## src/date_difference_in_days_defines.svh

```systemverilog
// ---------------------------------------------------------------------------
// Assertion macros for the date difference block
// Shared concurrent assertion forms, clocked on clk, off while rst_n is low.
// ---------------------------------------------------------------------------
`ifndef DATE_DIFFERENCE_IN_DAYS_DEFINES_SVH
`define DATE_DIFFERENCE_IN_DAYS_DEFINES_SVH

// same-cycle implication
`define DD_ASSERT_NOW(label, ante, cons, msg) \
  label: assert property (@(posedge clk) disable iff (!rst_n) (ante) |-> (cons)) \
    else $error(msg);

// next-cycle implication
`define DD_ASSERT_NEXT(label, ante, cons, msg) \
  label: assert property (@(posedge clk) disable iff (!rst_n) (ante) |=> (cons)) \
    else $error(msg);

`endif

```

## src/dd_pkg.sv

```systemverilog
// ---------------------------------------------------------------------------
// dd_pkg
// Widths, constants, month table and stage control type for the day-number
// pipeline.
// ---------------------------------------------------------------------------
package dd_pkg;

  localparam int DAY_W    = 5;
  localparam int MONTH_W  = 4;
  localparam int YEAR_W   = 14;
  localparam int DAYNUM_W = 23;   // up to ~5.98M for year 16383
  localparam int DIST_W   = 22;
  localparam int MB_W     = 9;    // days of whole months, up to 365
  localparam int EXTRA_W  = 10;   // months + leap + day

  // x / 100 == (x * 5243) >> 19 for any x below 2^14
  localparam int              RECIP_W   = 13;
  localparam logic [12:0]     RECIP100  = 13'd5243;
  localparam int              RECIP_SH  = 19;
  localparam int              PROD_W    = YEAR_W + RECIP_W;      // 27
  localparam int              Q4_W      = YEAR_W - 2;            // 12
  localparam int              PROD4_W   = Q4_W + RECIP_W;        // 25
  localparam int              Q100_W    = PROD_W - RECIP_SH;     // 8
  localparam int              Q400_W    = PROD4_W - RECIP_SH;    // 6
  localparam int              CENT_W    = YEAR_W + 1;            // qy * 100

  localparam logic [DAYNUM_W-1:0] DAYS_PER_YEAR = DAYNUM_W'(365);
  localparam logic [CENT_W-1:0]   CENTURY       = CENT_W'(100);
  localparam logic [DAYNUM_W-1:0] DIST_MAX      = DAYNUM_W'(4194303);

  // per-stage load enables of the day-number pipeline
  typedef struct packed {
    logic s1;
    logic s2;
    logic s3;
  } stage_en_t;

  // days of all whole months before month m in a common year;
  // month zero acts as January, anything past twelve as a full year
  function automatic logic [MB_W-1:0] months_before(input logic [MONTH_W-1:0] m);
    logic [MB_W-1:0] r;
    case (m)
      4'd0:    r = 9'd0;
      4'd1:    r = 9'd0;
      4'd2:    r = 9'd31;
      4'd3:    r = 9'd59;
      4'd4:    r = 9'd90;
      4'd5:    r = 9'd120;
      4'd6:    r = 9'd151;
      4'd7:    r = 9'd181;
      4'd8:    r = 9'd212;
      4'd9:    r = 9'd243;
      4'd10:   r = 9'd273;
      4'd11:   r = 9'd304;
      4'd12:   r = 9'd334;
      default: r = 9'd365;
    endcase
    return r;
  endfunction

endpackage

```

## src/date_difference_in_days.sv

```systemverilog
// ---------------------------------------------------------------------------
// date_difference_in_days
// Absolute distance in days between two proleptic Gregorian dates.
// ---------------------------------------------------------------------------
// Each beat on the input stream carries two dates; each date is mapped to a
// day number counted from 0001-01-01 (whole years with the 4/100/400 leap
// rule, whole months from a fixed table with a leap day after February, plus
// the day), and one output beat carries the absolute difference, saturated
// to 22 bits. Days are not checked against month length, month zero acts as
// January, months above twelve as a full year. An input beat passes through
// three day-number stages (reciprocal products for the divides by 100 and
// 400, then term sums) and one subtract/saturate stage feeding the output
// register. A new beat is taken every cycle unless back-pressure has filled
// the pipeline; each stage holds only while it is full and the stage after
// it cannot load, so bubbles are squeezed out during back-pressure. No state
// beyond the pipeline valid bits; no setup after reset.
module date_difference_in_days import dd_pkg::*; (
  input  logic        clk,
  input  logic        rst_n,
  input  logic        in_tvalid,
  output logic        in_tready,
  // [4:0] first_day, [8:5] first_month, [22:9] first_year,
  // [27:23] second_day, [31:28] second_month, [45:32] second_year, [47:46] zero
  input  logic [47:0] in_tdata,
  output logic        out_tvalid,
  input  logic        out_tready,
  // [21:0] day_distance, [23:22] zero
  output logic [23:0] out_tdata
);

`include "date_difference_in_days_defines.svh"

  // valid bits, one per stage
  logic v1_r, v2_r, v3_r, v4_r;
  stage_en_t en;
  logic      en4;

  assign en4   = !v4_r || out_tready;
  assign en.s3 = !v3_r || en4;
  assign en.s2 = !v2_r || en.s3;
  assign en.s1 = !v1_r || en.s2;
  assign in_tready = en.s1;

  always_ff @(posedge clk) begin
    if (!rst_n) begin
      v1_r <= 1'b0;
      v2_r <= 1'b0;
      v3_r <= 1'b0;
      v4_r <= 1'b0;
    end else begin
      if (en.s1) v1_r <= in_tvalid;
      if (en.s2) v2_r <= v1_r;
      if (en.s3) v3_r <= v2_r;
      if (en4)   v4_r <= v3_r;
    end
  end

  logic [DAYNUM_W-1:0] dn_a, dn_b;

  dd_daynum u_first (
    .clk    (clk),
    .en     (en),
    .day    (in_tdata[4:0]),
    .month  (in_tdata[8:5]),
    .year   (in_tdata[22:9]),
    .daynum (dn_a)
  );

  dd_daynum u_second (
    .clk    (clk),
    .en     (en),
    .day    (in_tdata[27:23]),
    .month  (in_tdata[31:28]),
    .year   (in_tdata[45:32]),
    .daynum (dn_b)
  );

  // stage 4: absolute difference, clamp to the 22-bit range
  logic [DAYNUM_W-1:0] diff;
  logic [DIST_W-1:0]   dist_nxt, dist_r;

  assign diff     = (dn_a >= dn_b) ? dn_a - dn_b : dn_b - dn_a;
  assign dist_nxt = (diff > DIST_MAX) ? DIST_MAX[DIST_W-1:0] : diff[DIST_W-1:0];

  always_ff @(posedge clk) begin
    if (en4) begin
      dist_r <= dist_nxt;
    end
  end

  assign out_tvalid = v4_r;
  assign out_tdata  = {2'b00, dist_r};

  // full and blocked pipeline must refuse input
  `DD_ASSERT_NOW(a_full_stall, v1_r && v2_r && v3_r && v4_r && !out_tready, !in_tready, "input taken while pipeline full and stalled")
  // a held result stays put until taken
  `DD_ASSERT_NEXT(a_hold_result, v4_r && !out_tready, v4_r && $stable(dist_r), "pending result changed")
  // a beat in stage 3 with a free output register moves on
  `DD_ASSERT_NEXT(a_advance, v3_r && en4, v4_r, "stage 3 beat lost")

endmodule

```

## src/dd_daynum.sv

```systemverilog
// ---------------------------------------------------------------------------
// dd_daynum
// Three-stage conversion of one date into its day number from 0001-01-01.
// ---------------------------------------------------------------------------
module dd_daynum import dd_pkg::*; (
  input  logic                clk,
  input  stage_en_t           en,
  input  logic [DAY_W-1:0]    day,
  input  logic [MONTH_W-1:0]  month,
  input  logic [YEAR_W-1:0]   year,
  output logic [DAYNUM_W-1:0] daynum
);

  // stage 1: years before, reciprocal products, month table
  logic [YEAR_W-1:0]  p_r, p_nxt;
  logic [Q4_W-1:0]    q4_r;
  logic [PROD_W-1:0]  pprod_r, yprod_r;
  logic [YEAR_W-1:0]  yr_r;
  logic [MB_W-1:0]    mb_r;
  logic               late_r;
  logic [DAY_W-1:0]   day_r;

  assign p_nxt = (year != '0) ? year - YEAR_W'(1) : '0;

  always_ff @(posedge clk) begin
    if (en.s1) begin
      p_r     <= p_nxt;
      q4_r    <= p_nxt[YEAR_W-1:2];
      pprod_r <= PROD_W'(p_nxt) * PROD_W'(RECIP100);
      yprod_r <= PROD_W'(year) * PROD_W'(RECIP100);
      yr_r    <= year;
      mb_r    <= months_before(month);
      late_r  <= (month > MONTH_W'(2));
      day_r   <= day;
    end
  end

  // stage 2: 365*p + p/4, p/100, product for p/400, leap test, small terms
  logic [Q100_W-1:0]   qy;
  logic [CENT_W-1:0]   cent;
  logic                leap;
  logic [DAYNUM_W-1:0] base_r;
  logic [Q100_W-1:0]   q100_r;
  logic [PROD4_W-1:0]  q4prod_r;
  logic [EXTRA_W-1:0]  extra_r;

  assign qy   = yprod_r[PROD_W-1:RECIP_SH];
  assign cent = CENT_W'(qy) * CENTURY;
  // divisible by 100 -> leap only if the century count is a multiple of 4
  assign leap = ({1'b0, yr_r} == cent) ? (qy[1:0] == 2'b00) : (yr_r[1:0] == 2'b00);

  always_ff @(posedge clk) begin
    if (en.s2) begin
      base_r   <= DAYNUM_W'(p_r) * DAYS_PER_YEAR + DAYNUM_W'(q4_r);
      q100_r   <= pprod_r[PROD_W-1:RECIP_SH];
      q4prod_r <= PROD4_W'(q4_r) * PROD4_W'(RECIP100);
      extra_r  <= EXTRA_W'(mb_r) + EXTRA_W'(late_r & leap) + EXTRA_W'(day_r);
    end
  end

  // stage 3: gather the terms
  logic [Q400_W-1:0]   q400;
  logic [DAYNUM_W-1:0] daynum_r;

  assign q400 = q4prod_r[PROD4_W-1:RECIP_SH];

  always_ff @(posedge clk) begin
    if (en.s3) begin
      daynum_r <= base_r - DAYNUM_W'(q100_r) + DAYNUM_W'(q400) + DAYNUM_W'(extra_r);
    end
  end

  assign daynum = daynum_r;

endmodule

```

## config.mk

```make
export PLATFORM = sky130hd
export DESIGN_NAME = date_difference_in_days
export DESIGN_NICKNAME = d
export VERILOG_FILES = /design/src/dd_pkg.sv /design/src/date_difference_in_days.sv /design/src/dd_daynum.sv
export VERILOG_INCLUDE_DIRS = /design/src /design/src/src
export SDC_FILE = /design/constraint.sdc
export NUM_CORES = 2
export LEC_CHECK = 0
export ABC_AREA = 1
export ABC_CLOCK_PERIOD_IN_PS = 14020
export BUFFER_PORTS_ARGS = -buffer_cell sky130_fd_sc_hd__buf_2
export CAP_MARGIN = 20
export CORE_ASPECT_RATIO = 1.1
export CORE_MARGIN = 4
export CORE_UTILIZATION = 65
export DETAILED_ROUTE_END_ITERATION = 8
export PLACE_DENSITY = 0.82
export REMOVE_ABC_BUFFERS = 1
export SYNTH_ARGS = -nofsm -noshare
export SYNTH_HDL_FRONTEND = slang
export SYNTH_SLANG_ARGS = --single-unit
export TNS_END_PERCENT = 30
```

## constraint.sdc

```tcl
create_clock -name clk -period 14.02 [get_ports clk]
set_input_delay 0.701 -clock clk [delete_from_list [all_inputs] [get_ports clk]]
set_output_delay 0.701 -clock clk [all_outputs]
set_load 0.03 [all_outputs]
```

Word-level counts from Yosys, hierarchy flattened
Memory sizes are Yosys's and may differ from the RTL's. A register that Yosys moved wholly into a read port is not among the register bits.
Cells that the tools add are included.
Widths: inputs -> output; s select.

cells by class
  add/subtract/negate cells = 16
  $mul = 10
  magnitude comparators = 4
  eq/ne operators = 2
  muxes and demuxes = 5
  bitwise gates (word level) = 2
  reduce and logical (&&, ||, !) cells = 14

operator list
  operator                number
  $mul 14x13->27 const B  4
  $mul 12x13->25 const B  2
  $add 23x10->23          2
  $add 23x12->23          2
  $add 23x6->23           2
  $mul 14x9->23 const B   2
  $sub 23x23->23          2
  $sub 23x8->23           2
  $eq 14x15->1            2
  $mux 14                 2
  $reduce_bool 14->1      2
  $sub 14x1->14 const B   2
  $mul 8x5->13 const B    2
  $ge 23x23->1            1
  $gt 23x22->1 const B    1
  $mux 23                 1
  $add 10x5->10           2
  $add 9x10->10           2
  $gt 4x2->1 const B      2
  $logic_not 2->1         4
  $logic_not 1->1         4
  $logic_or 1x1->1        4
  $and 1x1->1             2
  $mux 1                  2

storage, ports and cells
  register bits = 404
  ROM bits = 288
  input port bits = 52
  output and inout port bits = 26
  word-level logic and storage cells = 84
  memories kept = 2

memories
  memory           words  width  read ports  clocked after memory_dff  write ports  RTL line      source
  (no name shown)  16     9      1           1                         0            dd_pkg.sv:42  case (m)
  (no name shown)  16     9      1           1                         0            dd_pkg.sv:42

Longest topological paths before layout
  depth in word-level cells = 6
  mapped depth = 30
  mapped depth without buffers = 30

By module
Synthesis repeated with hierarchy kept, for this count alone.

unflattened totals
  cell total of the unflattened synthesis = 5485
  area total of the unflattened synthesis = 46589.7 µm²

modules (own cells, without submodules)
  module                   instances  cells an instance  area each (µm²)  sequential area each (µm²)
  dd_daynum at u_second    1          2399               21242.9          3873.7
  dd_daynum at u_first     1          2359               21056.4          3873.7
  date_difference_in_days  1          727                4290.4           740.7

Least setup slack after synthesis
No wires, ideal clock.

  kind = input-to-reg
  start point = input port in_tdata[34]
  end point = register u_second.pprod_r[26] (data pin)
  setup time = 0.260 ns
  arrival = 5.745 ns
  path slack = 8.014 ns
  stages on the path = 22
  path buffers = 0
  cells stage by stage = inv_1 ha_1 inv_1 o21ai_0 nor2_1 nand2_1 nor2_1 nor3b_1 ha_1 fa_1 fa_1 fa_1 inv_1 fa_1 inv_1 ha_1 a21o_1 a31oi_1 nor2_1 o21ai_0 nand3_1 xor2_1

on the way
  longest elaborated chain between the ends = 3
  elaborated cells between the ends (all ways) = 4
  those cells by class = 1 x add/sub; 1 x mul; 1 x mux; 1 x reduce/logical

RTL lines
  element                                              RTL line                       source
  start, declared                                      date_difference_in_days.sv:24  input logic [47:0] in_tdata,
  $sub 14x1->14 or $reduce_bool 14->1 (tied branches)  dd_daynum.sv:23                assign p_nxt = (year != '0) ? year - YEAR_W'(1) : '0;
  $mux 14 (*)                                          dd_daynum.sv:23
  via u_second.p_nxt[10]                               dd_daynum.sv:15                logic [YEAR_W-1:0] p_r, p_nxt;
  $mul 14x13->27 (*)                                   dd_daynum.sv:29                pprod_r <= PROD_W'(p_nxt) * PROD_W'(RECIP100);
  end signal, assigned                                 dd_daynum.sv:29
  end, declared                                        dd_daynum.sv:17                logic [PROD_W-1:0] pprod_r, yprod_r;

Mark *: on every way through the listed nets, which the timed path passes. The rest lies on a longest branch.
A chain may end at the register's enable or synchronous reset.

Worst setup path in the final report
Same ends and word-level chain as after synthesis.

==> run metrics <==
status completed; Root Driver clkbuf_16; post-CTS setup buffers 0; placed wire-length estimate 88.4 mm; largest net degree at the start of global routing 80; async set-reset flop share out of synthesis 0%; Detailed Route Iter0 Violations roughly 2000; Via Count roughly 34000; Hold WC Path Type in -> reg; max frequency around 160 MHz; Sum Neg Setup Slack 0 ps; Reg-to-Reg End u_first.base_r[16]$_DFFE_PP_; global-route wire length before repair approximately 170 mm; DRC viols 0; RR Startpoint u_first.q4_r[5]$_DFFE_PP_; GP Congestion ~0.96; Synth area leader ha_1; fin crit period around 6400 ps; met3 WL 6.28 mm; Reg clk slew, reported paths roughly 60 ps; Setup crit start kind primary input; Req. time, crit path 14350 ps; yosys warns 0; # Max-Cap Violations 0; DR WL met2 51.2 mm; Main synth FF type edfxtp_1; cts repair resizes 0; Hold Path Origin in_tdata[23]; crit-path max FO 8; port bufs between 70 and 80; FF+latch count, synth around 280; die area between 70000 and 80000 um2; Hold Violations, Final 0; top cell type's share of synthesized area between 20% and 30%; drt total wl 104 mm; Slew @ Worst Pin 1030 ps; cell with the most instances after synthesis inv_1; CTS tree done; vias in the first global route 35400; fin. max-slew vios 0; Hold Path End u_second.day_r[0]$_DFFE_PP_; Worst EP arrival around 6700 ps; Die Span Y around 280 um; # IOs 78; H-tree depth 1; Rows between 100 and 150; WL met1 42.5 mm; hold depth 1; initial antenna violation count 15; Max Used Layer met5; total grt overflow 0; Initial Util between 60% and 70%; Final Cycle Share between 40 and 50%; Final #Nets between 6000 and 7000; Worst-Skew Late Latency a little under 600 ps; Final ANT Viol Nets 0; layout cells sized above 1 3.24%; top cells by count, synth inv_1 (1258), ha_1 (907), nand2_1 (754); CTS Buf Count 31; Worst Setup Path Type in -> reg; wire per inst 16.8 um; Core ar. 69000 um2; synthesis-to-finish area growth 5.84%; Post-Syn Area per Cell 8.84 um2; die width 260 um; largest cells by area after synthesis ha_1 (25%), fa_1 (21%), edfxtp_1 (19%); number of synthesized flops with an enable pin 280; Post-Syn Area around 45000 um2; vias per std cell roughly 5.5; r2r worst-path depth 15; First-pass DRT Iterations 9; GR Util All Layers ~28%; CP Capture Type register; RSZ-0062 raised after global routing false; # hold bufs at CTS 0; sequential-to-total area share from yosys stat a little under a fifth; Rel. slew slack 31.3%; clk_skew roughly 11 ps; endpoints failing setup 0; r2r setup slk 8930 ps; post-synth cell types 50; CTS Sinks 284; post-synthesis instance total 5117; Longest Clk Path Bufs 3
==> state kept, by name, summed over array words and instances, names as in the netlist, 10 cells and up <==
| register | count |
|---|---|
| dist_r | 22 |
| u_first.base_r | 23 |
| u_first.daynum | 23 |
| u_first.extra_r | 10 |
| u_first.q4_r | 12 |
| u_first.yr_r | 14 |
| u_second.base_r | 23 |
| u_second.daynum | 23 |
| u_second.extra_r | 10 |
| u_second.q4_r | 12 |
| u_second.yr_r | 14 |
==> worst max-delay path, stage by stage <==
cell     delay, ps
buf_2          170
inv_1          230
ha_1           210
nand2_1         90
nand2_1         90
nand2_1         70
nand2_1         70
nand2_1         70
nand2_1         60
nand2_1         80
nor2_1         230
xor2_1         130
nor2_1         770
ha_1           420
fa_1           420
fa_1           520
fa_1           550
inv_1           50
fa_1           470
inv_1           40
ha_1           330
a21o_1         190
a31oi_1        290
nor2_1          70
o21ai_0        150
nand3_1        110
xor2_1         160
==> cell families (layout without fill, tap and decap cells) <==
family,after synthesis,count (layout),synth area share (%)
adder cells (fa/ha/maj),1391,1391,46.5
AND/OR/NAND/NOR,1352,1352,12.6
buffers and inverters,1281,1404,10.8
AO/OA/AOI/OAI,621,621,7.71
flip-flops,284,284,18.8
XOR/XNOR,187,187,3.62
other,1,11,0.00829
==> placed cells by master, fill, tap and decap left out, types with 10 or more instances in the layout <==
cell	instances
a21o_1	31
a21oi_1	289
nor2_1	258
o31ai_1	10
fa_1	484
xor2_1	135
a211oi_1	13
a31oi_1	27
o21ai_0	169
nand2_1	753
clkbuf_16	31
o21a_1	12
buf_4	12
edfxtp_1	280
nand4_1	75
nor3_1	38
xnor2_1	52
ha_1	907
inv_1	1256
nor4_1	28
nand3_1	157
buf_2	73
o21bai_1	33
==> metrics by stage <==
step | cells | hold WS (ps) | setup WS, ps | instance area (um2) | util [%]
3_5_place_dp | 6111 | 406 | 7000 | 46700 | 67.7
6_report | 6177 | 296 | 7610 | 47900 | 69.4
3_3_place_gp | 6111 | 400 | 7140 | 46700 | 67.7
5_1_grt | 6174 | 270 | 7100 | 47900 | 69.4
2_1_floorplan | 5099 | 400 | 7810 | 45100 | -
4_1_cts | 6168 | 273 | 7620 | 47900 | 69.4
==> how the worst max path moves through the flow <==
stage	start	to	slack [ps]	cells past startpoint
2_1_floorplan	in_tdata[43]	u_second.pprod_r[26]$_DFFE_PP_	7810	19
3_3_place_gp	in_tdata[34]	u_second.pprod_r[26]$_DFFE_PP_	7140	27
3_5_place_dp	in_tdata[34]	u_second.pprod_r[26]$_DFFE_PP_	7000	27
4_1_cts	in_tdata[34]	u_second.pprod_r[26]$_DFFE_PP_	7620	27
5_1_grt	in_tdata[34]	u_second.pprod_r[26]$_DFFE_PP_	7100	27
6_report	in_tdata[34]	u_second.pprod_r[26]$_DFFE_PP_	7610	27
==> final cells by class <==
class,count,area (um2)
Fill cell,5308,21100
Timing Repair Buffer,85,455
Antenna cell,9,22.5
Tap cell,927,1160
Inverter,1262,4740
Clock buffer,31,776
Clock inverter,26,343
Multi-Input combinational cell,3553,31900
Sequential cell,284,8490
==> layer usage <==
| metal | global-route usage, % | up-vias |
|---|---|---|
| met5 | 0 | - |
| met2 | 49.9 | 948 |
| met3 | 4.42 | 225 |
| met4 | 8.58 | 10 |
| li1 | - | 16700 |
| met1 | 36.2 | 16300 |
Power is left out: the tool's default activity adds up to more than one toggle a clock period on the data nets, which glitch-free logic cannot reach.
